`config.mk`:
```
export PLATFORM = sky130hd
export DESIGN_NAME = crl_ram
export DESIGN_NICKNAME = d
export VERILOG_FILES = /design/src/design/crl_ram.sv
export SDC_FILE = /design/constraint.sdc
export NUM_CORES = 1
export LEC_CHECK = 0
export BUFFER_PORTS_ARGS = -buffer_cell sky130_fd_sc_hd__buf_2
export CORE_MARGIN = 8
export CORE_UTILIZATION = 30
export DETAILED_ROUTE_END_ITERATION = 10
export GPL_TIMING_DRIVEN = 0
export PLACE_DENSITY = 0.49
export SETUP_SLACK_MARGIN = 0.02
export SLEW_MARGIN = 15
export SYNTH_ARGS = -nofsm -noshare
export SYNTH_HDL_FRONTEND = slang
export SYNTH_SLANG_ARGS = --single-unit
```
`constraint.sdc`:
```
create_clock -name clock -period 3 [get_ports clock]
set_input_delay 0.45 -clock clock [delete_from_list [all_inputs] [get_ports clock]]
set_output_delay 0.45 -clock clock [all_outputs]
set_load 0.05 [all_outputs]
```
`src/design/crl_ram.sv`:
```
// Generic simple dual port RAM, one write port, one registered read port.
// No dependencies.
`timescale 1ns / 1ps
module crl_ram #(
   parameter int WIDTH = 8,
   parameter int DEPTH = 16
) (
   input  logic                                       clock,
   input  logic                                       wr_en,
   input  logic [((DEPTH > 1) ? $clog2(DEPTH) : 1)-1:0] wr_addr,
   input  logic [WIDTH-1:0]                           wr_data,
   input  logic [((DEPTH > 1) ? $clog2(DEPTH) : 1)-1:0] rd_addr,
   output logic [WIDTH-1:0]                           rd_data
);
   logic [WIDTH-1:0] mem_ff [DEPTH];
   logic [WIDTH-1:0] rd_data_ff;

   always_ff @(posedge clock) begin
      if (wr_en) begin
         mem_ff[wr_addr] <= wr_data;
      end
      rd_data_ff <= mem_ff[rd_addr];
   end

   assign rd_data = rd_data_ff;
endmodule

```
==> results of run 1 <==
## synth_stat cells
master           count
clkdlybuf4s25_2      3
nand2b_1             2
nand3b_1             2
buf_4                1
and2_1               1
buf_2                3
nor3_1               4
mux4_1              14
buf_6                3
mux4_2              18
or3b_2               1
nor2b_1              1
nor2_1              13
nand3_1              1
nand2_1              9
edfxtp_1           128
a22oi_1             16
and2b_1              1
dfxtp_1              8
## kinds of logic (layout without fill, tap and decap cells)
| kind of cell | Yosys count | in the layout |
|---|---|---|
| DFF | 136 | 136 |
| and+or+nand+nor | 35 | 35 |
| muxes | 32 | 32 |
| AOI/OAI and AO/OA | 16 | 16 |
| buffers and inverters | 10 | 66 |
## power by group
| part | internal [uW] | switching (uW) | total [uW] |
|---|---|---|---|
| clock | 1400 | 795 | 2190 |
| sequential | 2120 | 8.79 | 2130 |
| combinational | 84.7 | 167 | 252 |
| total | 3610 | 971 | 4580 |
## cells in the final DEF, fill, tap and decap left out, types with 4 or more instances in the layout
cell type	n
a22oi_1	16
dfxtp_1	8
nand2_1	9
clkbuf_16	17
nor2_1	13
mux4_1	14
mux4_2	18
bufinv_16	4
edfxtp_1	128
buf_2	27
nor3_2	4
## per-layer routing
layer / vias to the layer above / share of wire, % / global-route usage, %
met5: - / 0 / 0
met1: 1215 / 46 / 13.90
met2: 64 / 47 / 15.76
met3: 11 / 5.9 / 2.584
li1: 1063 / - / -
met4: 0 / 1.1 / 4.284
## cell type report
| type | count | area [um2] |
|---|---|---|
| fillers | 1599 | 10860 |
| flip-flops and latches | 136 | 4004 |
| multi-input cells | 83 | 1077 |
| clock buffers | 18 | 429.2 |
| well taps | 225 | 281.5 |
| clock inverters | 14 | 197.7 |
| repair buffers | 24 | 120.1 |
| plain buffers | 10 | 86.33 |
## metrics by stage
stage                     power (uW)  instances  instance area, um2
after floorplan                 2325        229                5147
after global placement          2424        478                5549
after detailed placement        2430        478                5569
after CTS                       4617        510                6196
after global routing            4705        510                6196
final                           4579        510                6196
## registers in the layout, summed over array words and instances (netlist names)
signal and count:
mem_ff 128, rd_data 8
## how the worst max path moves through the flow
stage / from / depth (start not counted) / slack (ns) / to
2_1_floorplan: wr_addr[2] / 2 / 1.06 / mem_ff[0][0]
3_3_place_gp: wr_addr[2] / 3 / 0.41 / mem_ff[0][3]
3_5_place_dp: wr_addr[2] / 3 / 0.77 / mem_ff[2][3]
4_1_cts: wr_addr[2] / 3 / 1.21 / mem_ff[2][7]
5_1_grt: wr_addr[2] / 3 / 1.15 / mem_ff[3][5]
6_report: wr_addr[2] / 3 / 1.24 / mem_ff[2][7]
## critical path: stages
cell and delay [ns]:
buf_2 0.13, or3b_2 0.52, nor2_1 0.69
==> results.md, run 1 <==
- Status: finished, final reports clean
- Mapped Avg Cell Area: 22.48 um2
- DRT Pass-1 Iters: 4
- Hold Vio Cnt, Final: 0
- DRC: 0
- Skew final: 0.006610 ns
- CTS Buf Count: 17
- Fin nets: 290
- Synth Area in Simple Gates: 3.184%
- Hold EP: mem_ff[7][6]
- Hold Path Origin: wr_data[6]
- Final wirelength: 10700 um
- Fraction of layout cells with a size suffix above 1: 30.88%
- Crit Path Max Fanout: 8
- CTS clk-pin slew, worst paths: 0.06 ns
- Gr usage total: 10.36%
- Slew Limit Fails: 0
- Diode count: 0
- Power per cell area: 739.0 nW/um2
- Ys Warns: 0
- Adder-Cell Fraction of Synth Area: 0%
- Mapped Cells: 229
- Total nets after synthesis: 247
- Worst ir drop on vdd: 0.0004404 V
- Synth cell types: 19
- Hold WC Path Type: in -> reg
- Drt first-iter violations: 139
- Grt total ovfl: 0
- Max-cap violation count: 0
- Synth top area cells: edfxtp_1 (75%), mux4_2 (7.9%), mux4_1 (7.1%), dfxtp_1 (3.1%), a22oi_1 (2.3%)
- CP Capture Type: register
- Cell accounting for the most synthesized area: edfxtp_1
- Seq/Total Area, Yosys: 77.78%
- Synthesis-to-finish area growth: 20.37%
- Clk_lat worst skew: 0.41 ns
- CTS hold repair buffers: 0
- First-pass GRT wire length: 15770 um
- Worst-margin pin slew: 0.8771 ns
- Main combinational cell family by area after synthesis: multiplexers
- Setup TNS Final: 0 ns
- R2r endpoint: rd_data[3]
- Synthesis-stage register bit count: 136
- CTS Sinks: 136
- Via count: 2353
- Port Buffer Count: 24
- Post-synth top area share: 74.67%
- P_leak: 0.002045 uW
- Post-layout minimum cycle time: 1.763 ns
- Worst EP arrival: 1.80 ns
- Vias in the first global route: 2459
- Max Freq: 0.5673 GHz
- Rel. slew slack: 41.31%
- Reg-to-Reg Start: mem_ff[2][3]
- Worst Setup Slack, final: 1.237 ns
- Pre-CTS setup slack: 0.7717 ns
- Endpoints failing setup: 0
- WHS: 0.4463 ns
- Hold Path Stages: 1
- Compound-cell area share of the yosys netlist: 2.333%
- Initial Util: 30.18%
- CTS tree: yes
- Crit path launch type: primary input
- R2r setup slk: 1.42 ns
- Via/cell ratio: 4.614
- DIE AREA: 21610 um2
- Num ports: 26
- Crit path kind: in -> reg
- Clk buf depth: 2
- Final Cycle Share: 58.76%
- Setup bufs post-CTS: 0
- Die W: 147.0 um
- Reg2Reg Depth: 3
- Cts repair resizes: 0
- Core ar.: 17060 um2
- CP required: 3.03 ns
- Die Y-Extent: 147.0 um
- Post-layout util: 36.33%
- WL/cell: 20.98 um
- Xor/xnor share of the synthesized area: 0%
- Initial antenna violation count: 0
- Post-route ant nets: 0
- Row cnt: 48
- Unrepaired setup endpoints after global routing: no
- Post-synthesis mux area share: 15.02%
- Post-DP HPWL: 6863 um
- Largest net degree at the start of global routing: 17
- Post-synthesis instance area: 5147 um2
- CTS Root Cell: clkbuf_16
- Gp weighted congestion: 0.7512
- H-tree depth: 4
No activity file was read; power rests on OpenSTA's default activity.
==> run 2, diff against run 1 <==
--- a/config.mk
+++ b/config.mk
@@ -5,12 +5,13 @@
 export SDC_FILE = /design/constraint.sdc
 export NUM_CORES = 1
 export LEC_CHECK = 0
+export ABC_AREA = 1
 export BUFFER_PORTS_ARGS = -buffer_cell sky130_fd_sc_hd__buf_2
 export CORE_MARGIN = 8
 export CORE_UTILIZATION = 30
 export DETAILED_ROUTE_END_ITERATION = 10
 export GPL_TIMING_DRIVEN = 0
-export PLACE_DENSITY = 0.49
+export PLACE_DENSITY = 0.5
 export SETUP_SLACK_MARGIN = 0.02
 export SLEW_MARGIN = 15
 export SYNTH_ARGS = -nofsm -noshare
==> constraint.sdc (replaced) <==
create_clock -name clock -period 1.47 [get_ports clock]
set_input_delay 0.2205 -clock clock [delete_from_list [all_inputs] [get_ports clock]]
set_output_delay 0.2205 -clock clock [all_outputs]
set_load 0.05 [all_outputs]
==> results.md, run 2 <==
- Int Pwr: 7148 uW (+98%)
- CTS Root Cell: clkbuf_16
- Cts repair resizes: 0 (unchanged)
- CTS Buf Count: 17 (unchanged)
- CP required: 1.51 ns (-1.52 ns)
- Vias in the first global route: 3646 (+48%)
- Cell accounting for the most synthesized area: edfxtp_1
- Ys Warns: 0 (unchanged)
- Status: finished, final reports clean
- Mapped Cells: 551 (+140%)
- Sw Share: 22.60% (+1.4 points)
- Final wirelength: 14680 um (+37%)
- CTS clk-pin slew, worst paths: 0.06 ns (about the same)
- Core ar.: 18770 um2 (+10%)
- Via/cell ratio: 4.526 (-1.9%)
- Power per cell area: 1367 nW/um2 (+85%)
- Worst-margin pin slew: 0.9479 ns (+0.07073 ns)
- Drt first-iter violations: 311 (+120%)
- Worst EP arrival: 1.36 ns (-0.44 ns)
- CTS hold repair buffers: 0 (unchanged)
- Crit-path max cell delay: 0.75 ns (+0.06 ns)
- Port Buffer Count: 22 (-8.3%)
- Endpoints failing setup: 0 (unchanged)
- Slew Limit Fails: 0 (unchanged)
- Post-synth top area share: 66.65% (-8.0 points)
- Synth async-reset ratio: 0% (unchanged)
- Net load switching power: 2087 uW (+120%)
- Synthesis-to-finish area growth: 17.16%
- Post-DP HPWL: 9629 um (+40%)
- Clk_lat worst skew: 0.41 ns (about the same)
- Total nets after synthesis: 569 (+130%)
- Row cnt: 50 (+4.2%)
- Crit-path cells: buf_2, nand3b_1, nor2_1
- Largest net degree at the start of global routing: 17 (unchanged)
- Initial Util: 30.73% (+0.55 points)
- EDFF count, synth: 128 (unchanged)
- P_leak: 0.002901 uW (+42%)
- Post-synthesis instance area: 5767 um2 (+12%)
- Top_reg_cell synth: edfxtp_1
- First-pass GRT wire length: 22160 um (+40%)
- Crit path kind: in -> reg
- Cell Area, Placed: 6170 um2 (+11%)
- Mapped Avg Cell Area: 10.47 um2 (-53%)
- Crit path launch type: primary input
- Max reg flops: 128 (unchanged)
- Rel. slew slack: 36.58% (-4.7 points)
- Seq/Total Area, Yosys: 69.43% (-8.4 points)
- Hold WC Path Type: in -> reg
- Post-layout minimum cycle time: 1.319 ns
- Worst ir drop on vdd: 0.0007811 V (+77%)
- Fraction of layout cells with a size suffix above 1: 12.73% (-18 points)
- Biggest register: mem_ff
- Setup bufs post-CTS: 0 (unchanged)
- DRT Pass-1 Iters: 4 (unchanged)
- WL/cell: 17.50 um (-17%)
- Most common cell in the netlist: nand2_1
- Crit Path Max Fanout: 8 (unchanged)
- Num ports: 26 (unchanged)
- Post-route ant nets: 0 (unchanged)
- Clk buf depth: 2 (unchanged)
- Clock network power share: 45.7% (-2.2 points)
- Hold Vio Cnt, Final: 0 (unchanged)
- Skew final: 0.005980 ns (-0.0006298 ns)
- Post-synth top cells: nand2_1 (173), edfxtp_1 (128), inv_1 (100), nand3_1 (97), nor2_1 (17)
- Via count: 3797 (+61%)
- Setup TNS Final: 0 ns (unchanged)
- Part of the power in registers: 47.2% (+0.6 points)
- CP max stage cell: nor2_1
- Final Cell Area: 6756 um2 (+9.0%)
- Synth cell types: 12 (-7)
- CTS tree: yes
- Gr usage total: 12.80% (+2.4 points)
- WHS: 0.2244 ns (-0.2218 ns)
- Gp weighted congestion: 0.8157 (+8.6%)
- CTS Sinks: 136 (unchanged)
- Synthesis-stage register bit count: 136 (unchanged)
- Most frequent cells in the layout: nand2_1 (173), edfxtp_1 (128), inv_1 (100)
- CP delay by family, top: simple AND/OR/NAND/NOR gates
- Initial antenna violation count: 0 (unchanged)
- Die W: 154.6 um (+5.2%)
- DIE AREA: 23920 um2 (+11%)
- Fin nets: 610 (+110%)
- CP Capture Type: register
- CP bufs+invs: 1 (unchanged)
- DRC: 0 (unchanged)
- Diode count: 0 (unchanged)
- Combinational share of power: 7.1% (+1.6 points)
- Final Cycle Share: 89.70%
- Synth top area cells: edfxtp_1 (67%), nand2_1 (11%), nand3_1 (8.4%), inv_1 (6.5%), dfxtp_1 (2.8%)
- Grt total ovfl: 0 (unchanged)
- Unrepaired setup endpoints after global routing: no
- Max Freq: 0.7584 GHz
- Max-cap violation count: 0 (unchanged)
- Die Y-Extent: 154.6 um (+5.2%)
- Commonest non-fill, non-tap cell in the layout: nand2_1
- H-tree depth: 4 (unchanged)
-- run 2: changes by cell type after synthesis, sizes merged, moves of 16 or more --
cell	delta
inv	+102
mux4	-32
nand2	+164
nand3	+96
buf	+17
a22oi	-16
-- run 2: cells by family after synthesis --
logic type	share of synthesized area, %
simple gates	21.05
flops	69.43
buf+inv	9.525
-- run 2: layer usage --
metal	vias to the layer above	GRT usage, %	share of wire, %
met5	-	0	0
met4	0	5.600	2.3
met2	112	19.36	44
li1	1854	-	-
met1	1812	17.17	47
met3	19	3.009	5.9
-- run 2: worst register-to-register path, stage by stage, from the launching register on --
cell and delay (ns):
edfxtp_1 0.35, inv_1 0.06, nand2_1 0.04, nand3_1 0.08, nand3_1 0.15, nand3_1 0.16
nand2_1 0.09
-- run 2: final cells by class --
class                           count  area, um2
Buffer                             24      166.4
Clock buffer                       18      429.2
Clock inverter                     14      157.7
Fill cell                        1864      12010
Inverter                          102      382.9
Multi-Input combinational cell    289       1214
Sequential cell                   136       4004
Tap cell                          234      292.8
Timing Repair Buffer               22      110.1
-- run 2: power by group through the flow --
| stage | Clock, uW | Sequential (uW) | Combinational, uW |
|---|---|---|---|
| final | 4220 | 4360 | 658 |
| after global routing | 4450 | 4360 | 716 |
| after CTS | 4260 | 4360 | 663 |
| after detailed placement | 0 | 4440 | 660 |
| after global placement | 0 | 4440 | 657 |
| after floorplan | 0 | 4530 | 306 |
-- run 2: worst paths after layout --
path	startpoint	end	slack [ns]	cells after the start
min reg2reg	mem_ff[12][5]	rd_data[5]	0.70	6
max	wr_addr[3]	mem_ff[5][3]	0.15	3
min	wr_data[5]	mem_ff[2][5]	0.22	1
max reg2reg	mem_ff[1][4]	rd_data[4]	0.41	6
-- run 2: through the flow --
step           utilization (%)  std cells  power [uW]  worst slack, ns
6_report                 36.00        839        9235           0.1514
3_3_place_gp             32.87        807        5092          -0.2594
2_1_floorplan                -        551        4831           0.2987
3_5_place_dp             32.87        807        5097          -0.3390
5_1_grt                  36.00        839        9530          0.05785
4_1_cts                  36.00        839        9276           0.1015
==> run 3, diff against run 2 <==
--- a/config.mk
+++ b/config.mk
@@ -12,7 +12,6 @@
 export DETAILED_ROUTE_END_ITERATION = 10
 export GPL_TIMING_DRIVEN = 0
 export PLACE_DENSITY = 0.5
-export SETUP_SLACK_MARGIN = 0.02
 export SLEW_MARGIN = 15
 export SYNTH_ARGS = -nofsm -noshare
 export SYNTH_HDL_FRONTEND = slang
==> constraint.sdc (replaced) <==
create_clock -name clock -period 1.47 [get_ports clock]
set_input_delay 0.294 -clock clock [delete_from_list [all_inputs] [get_ports clock]]
set_output_delay 0.294 -clock clock [all_outputs]
set_load 0.05 [all_outputs]
==> results.md, run 3 (synthesis results as in run 2) <==
- Post-route ant nets: 0 (unchanged)
- Power per cell area: 1367 nW/um2 (about the same)
- Storage cell area: 4004 um2 (unchanged)
- CTS tree: yes
- Gr usage total: 12.80% (unchanged)
- Worst ir drop on vdd: 0.0007833 V (+0.28%)
- Multi-input logic area: 1216 um2 (+0.21%)
- Clk buf depth: 2 (unchanged)
- Skew final: 0.005981 ns (+0.0000002500 ns)
- Hold Vio Cnt, Final: 0 (unchanged)
- Critical path startpoint: wr_addr[3]
- Crit path launch type: primary input
- Largest net degree at the start of global routing: 17 (unchanged)
- Drt first-iter violations: 301 (-3.2%)
- Fraction of layout cells with a size suffix above 1: 12.89% (+0.17 points)
- Status: finished, final reports clean
- Filler Cell Count: 1863 (-0.054%)
- P_leak: 0.002901 uW (about the same)
- First-pass GRT wire length: 22160 um (unchanged)
- Via/cell ratio: 4.532 (+0.13%)
- Initial antenna violation count: 0 (unchanged)
- Die W: 154.6 um (unchanged)
- CTS Sinks: 136 (unchanged)
- CTS Root Cell: clkbuf_16
- Port Buffer Count: 22 (unchanged)
- Reg-to-Reg Start: mem_ff[1][4]
- Endpoints failing setup: 0 (unchanged)
- CP Capture Type: register
- H-tree depth: 4 (unchanged)
- Final wirelength: 14660 um (-0.13%)
- Clk_lat worst skew: 0.42 ns (about the same)
- Core ar.: 18770 um2 (unchanged)
- Max reg flops: 128 (unchanged)
- Worst-margin pin slew: 0.9502 ns (+0.002391 ns)
- Synthesis-to-finish area growth: 17.21% (about the same)
- Critical Path End: mem_ff[5][3]
- Unrepaired setup endpoints after global routing: no
- Commonest non-fill, non-tap cell in the layout: nand2_1
- Grt total ovfl: 0 (unchanged)
- Worst Setup Slack, final: 0.05616 ns (-0.09528 ns)
- Layout Cells excl Fill: 839 (unchanged)
- Crit Path Max Fanout: 8 (unchanged)
- Max Freq: 0.7073 GHz (-6.7%)
- Placed cell count: 807 (unchanged)
- Slew Limit Fails: 0 (unchanged)
- Num ports: 26 (unchanged)
- Max-cap violation count: 0 (unchanged)
- Pre-CTS setup slack: -0.4125 ns (-0.07350 ns)
- Cts repair resizes: 0 (unchanged)
- Initial Util: 30.73% (unchanged)
- WL/cell: 17.48 um (-0.13%)
- Post-DP HPWL: 9629 um (unchanged)
- Hold WC Path Type: in -> reg
- Final Cycle Share: 96.18% (+6.5 points)
- R2r setup slk: 0.42 ns (about the same)
- CP required: 1.51 ns (about the same)
- Setup bufs post-CTS: 0 (unchanged)
- Row cnt: 50 (unchanged)
- Rel. slew slack: 36.42% (-0.16 points)
- Most frequent cells in the layout: nand2_1 (173), edfxtp_1 (128), inv_1 (100)
- Biggest register: mem_ff
- Post-layout minimum cycle time: 1.414 ns (+0.09528 ns)
- Gp weighted congestion: 0.8157 (unchanged)
- Reg2Reg Depth: 6 (unchanged)
- Crit path kind: in -> reg
- Diode count: 0 (unchanged)
- Worst EP arrival: 1.45 ns (+0.09 ns)
- DRT Pass-1 Iters: 5 (+1)
- CTS Buf Count: 17 (unchanged)
- CTS hold repair buffers: 0 (unchanged)
- Die Y-Extent: 154.6 um (unchanged)
- DRC: 0 (unchanged)
- Vias in the first global route: 3646 (unchanged)
- R2r endpoint: rd_data[4]
- Via count: 3802 (+0.13%)
- Total power: 9239 uW (about the same)
- CTS clk-pin slew, worst paths: 0.06 ns (about the same)
- DIE AREA: 23920 um2 (unchanged)
- Fin nets: 610 (unchanged)
## run 3: cell type report
class | instances | area share (%)
flip-flops and latches | 136 | 59.24
well taps | 234 | 4.332
repair buffers | 22 | 1.629
clock inverters | 14 | 2.332
multi-input cells | 289 | 17.99
plain buffers | 24 | 2.462
clock buffers | 18 | 6.350
inverters | 102 | 5.665
## run 3: power breakdown
part / total, uW / leakage (uW) / internal, uW / switching (uW)
sequential: 4360 / 0.00122 / 4340 / 20.0
clock: 4220 / 0.000291 / 2640 / 1580
combinational: 658 / 0.00139 / 167 / 491
## run 3: how the worst min path moves through the flow
stage	startpoint	endpoint	slack [ns]	cells past startpoint
6_report	wr_data[5]	mem_ff[15][5]	0.29	1
5_1_grt	wr_data[5]	mem_ff[9][5]	0.29	1
4_1_cts	wr_data[5]	mem_ff[9][5]	0.28	1
3_5_place_dp	mem_ff[12][5]	rd_data[5]	0.69	6
3_3_place_gp	mem_ff[12][5]	rd_data[5]	0.70	6
2_1_floorplan	wr_data[0]	mem_ff[0][0]	0.39	0
## run 3: per-layer routing
layer / vias up / track usage (%) / part of all wire [%]
met2: 114 / 19.36 / 45
met1: 1817 / 17.17 / 48
met3: 17 / 3.009 / 5.3
li1: 1854 / - / -
met5: - / 0 / 0
met4: 0 / 5.600 / 2.0
## run 3: per-stage QoR
stage	cell area (um2)	TNS [ns]	utilization [%]	hold slack [ns]
detailed placement	6170	-31.68	32.87	0.6868
global route	6759	0	36.01	0.2854
floorplan	5767	0	-	0.3929
global placement	6170	-29.87	32.87	0.6957
CTS	6756	0	36.00	0.2797
finish	6759	0	36.01	0.2921
## run 3: worst max-delay path, stage by stage
cell and delay [ns]:
buf_2 0.12, nand3b_1 0.28, nor2_1 0.75
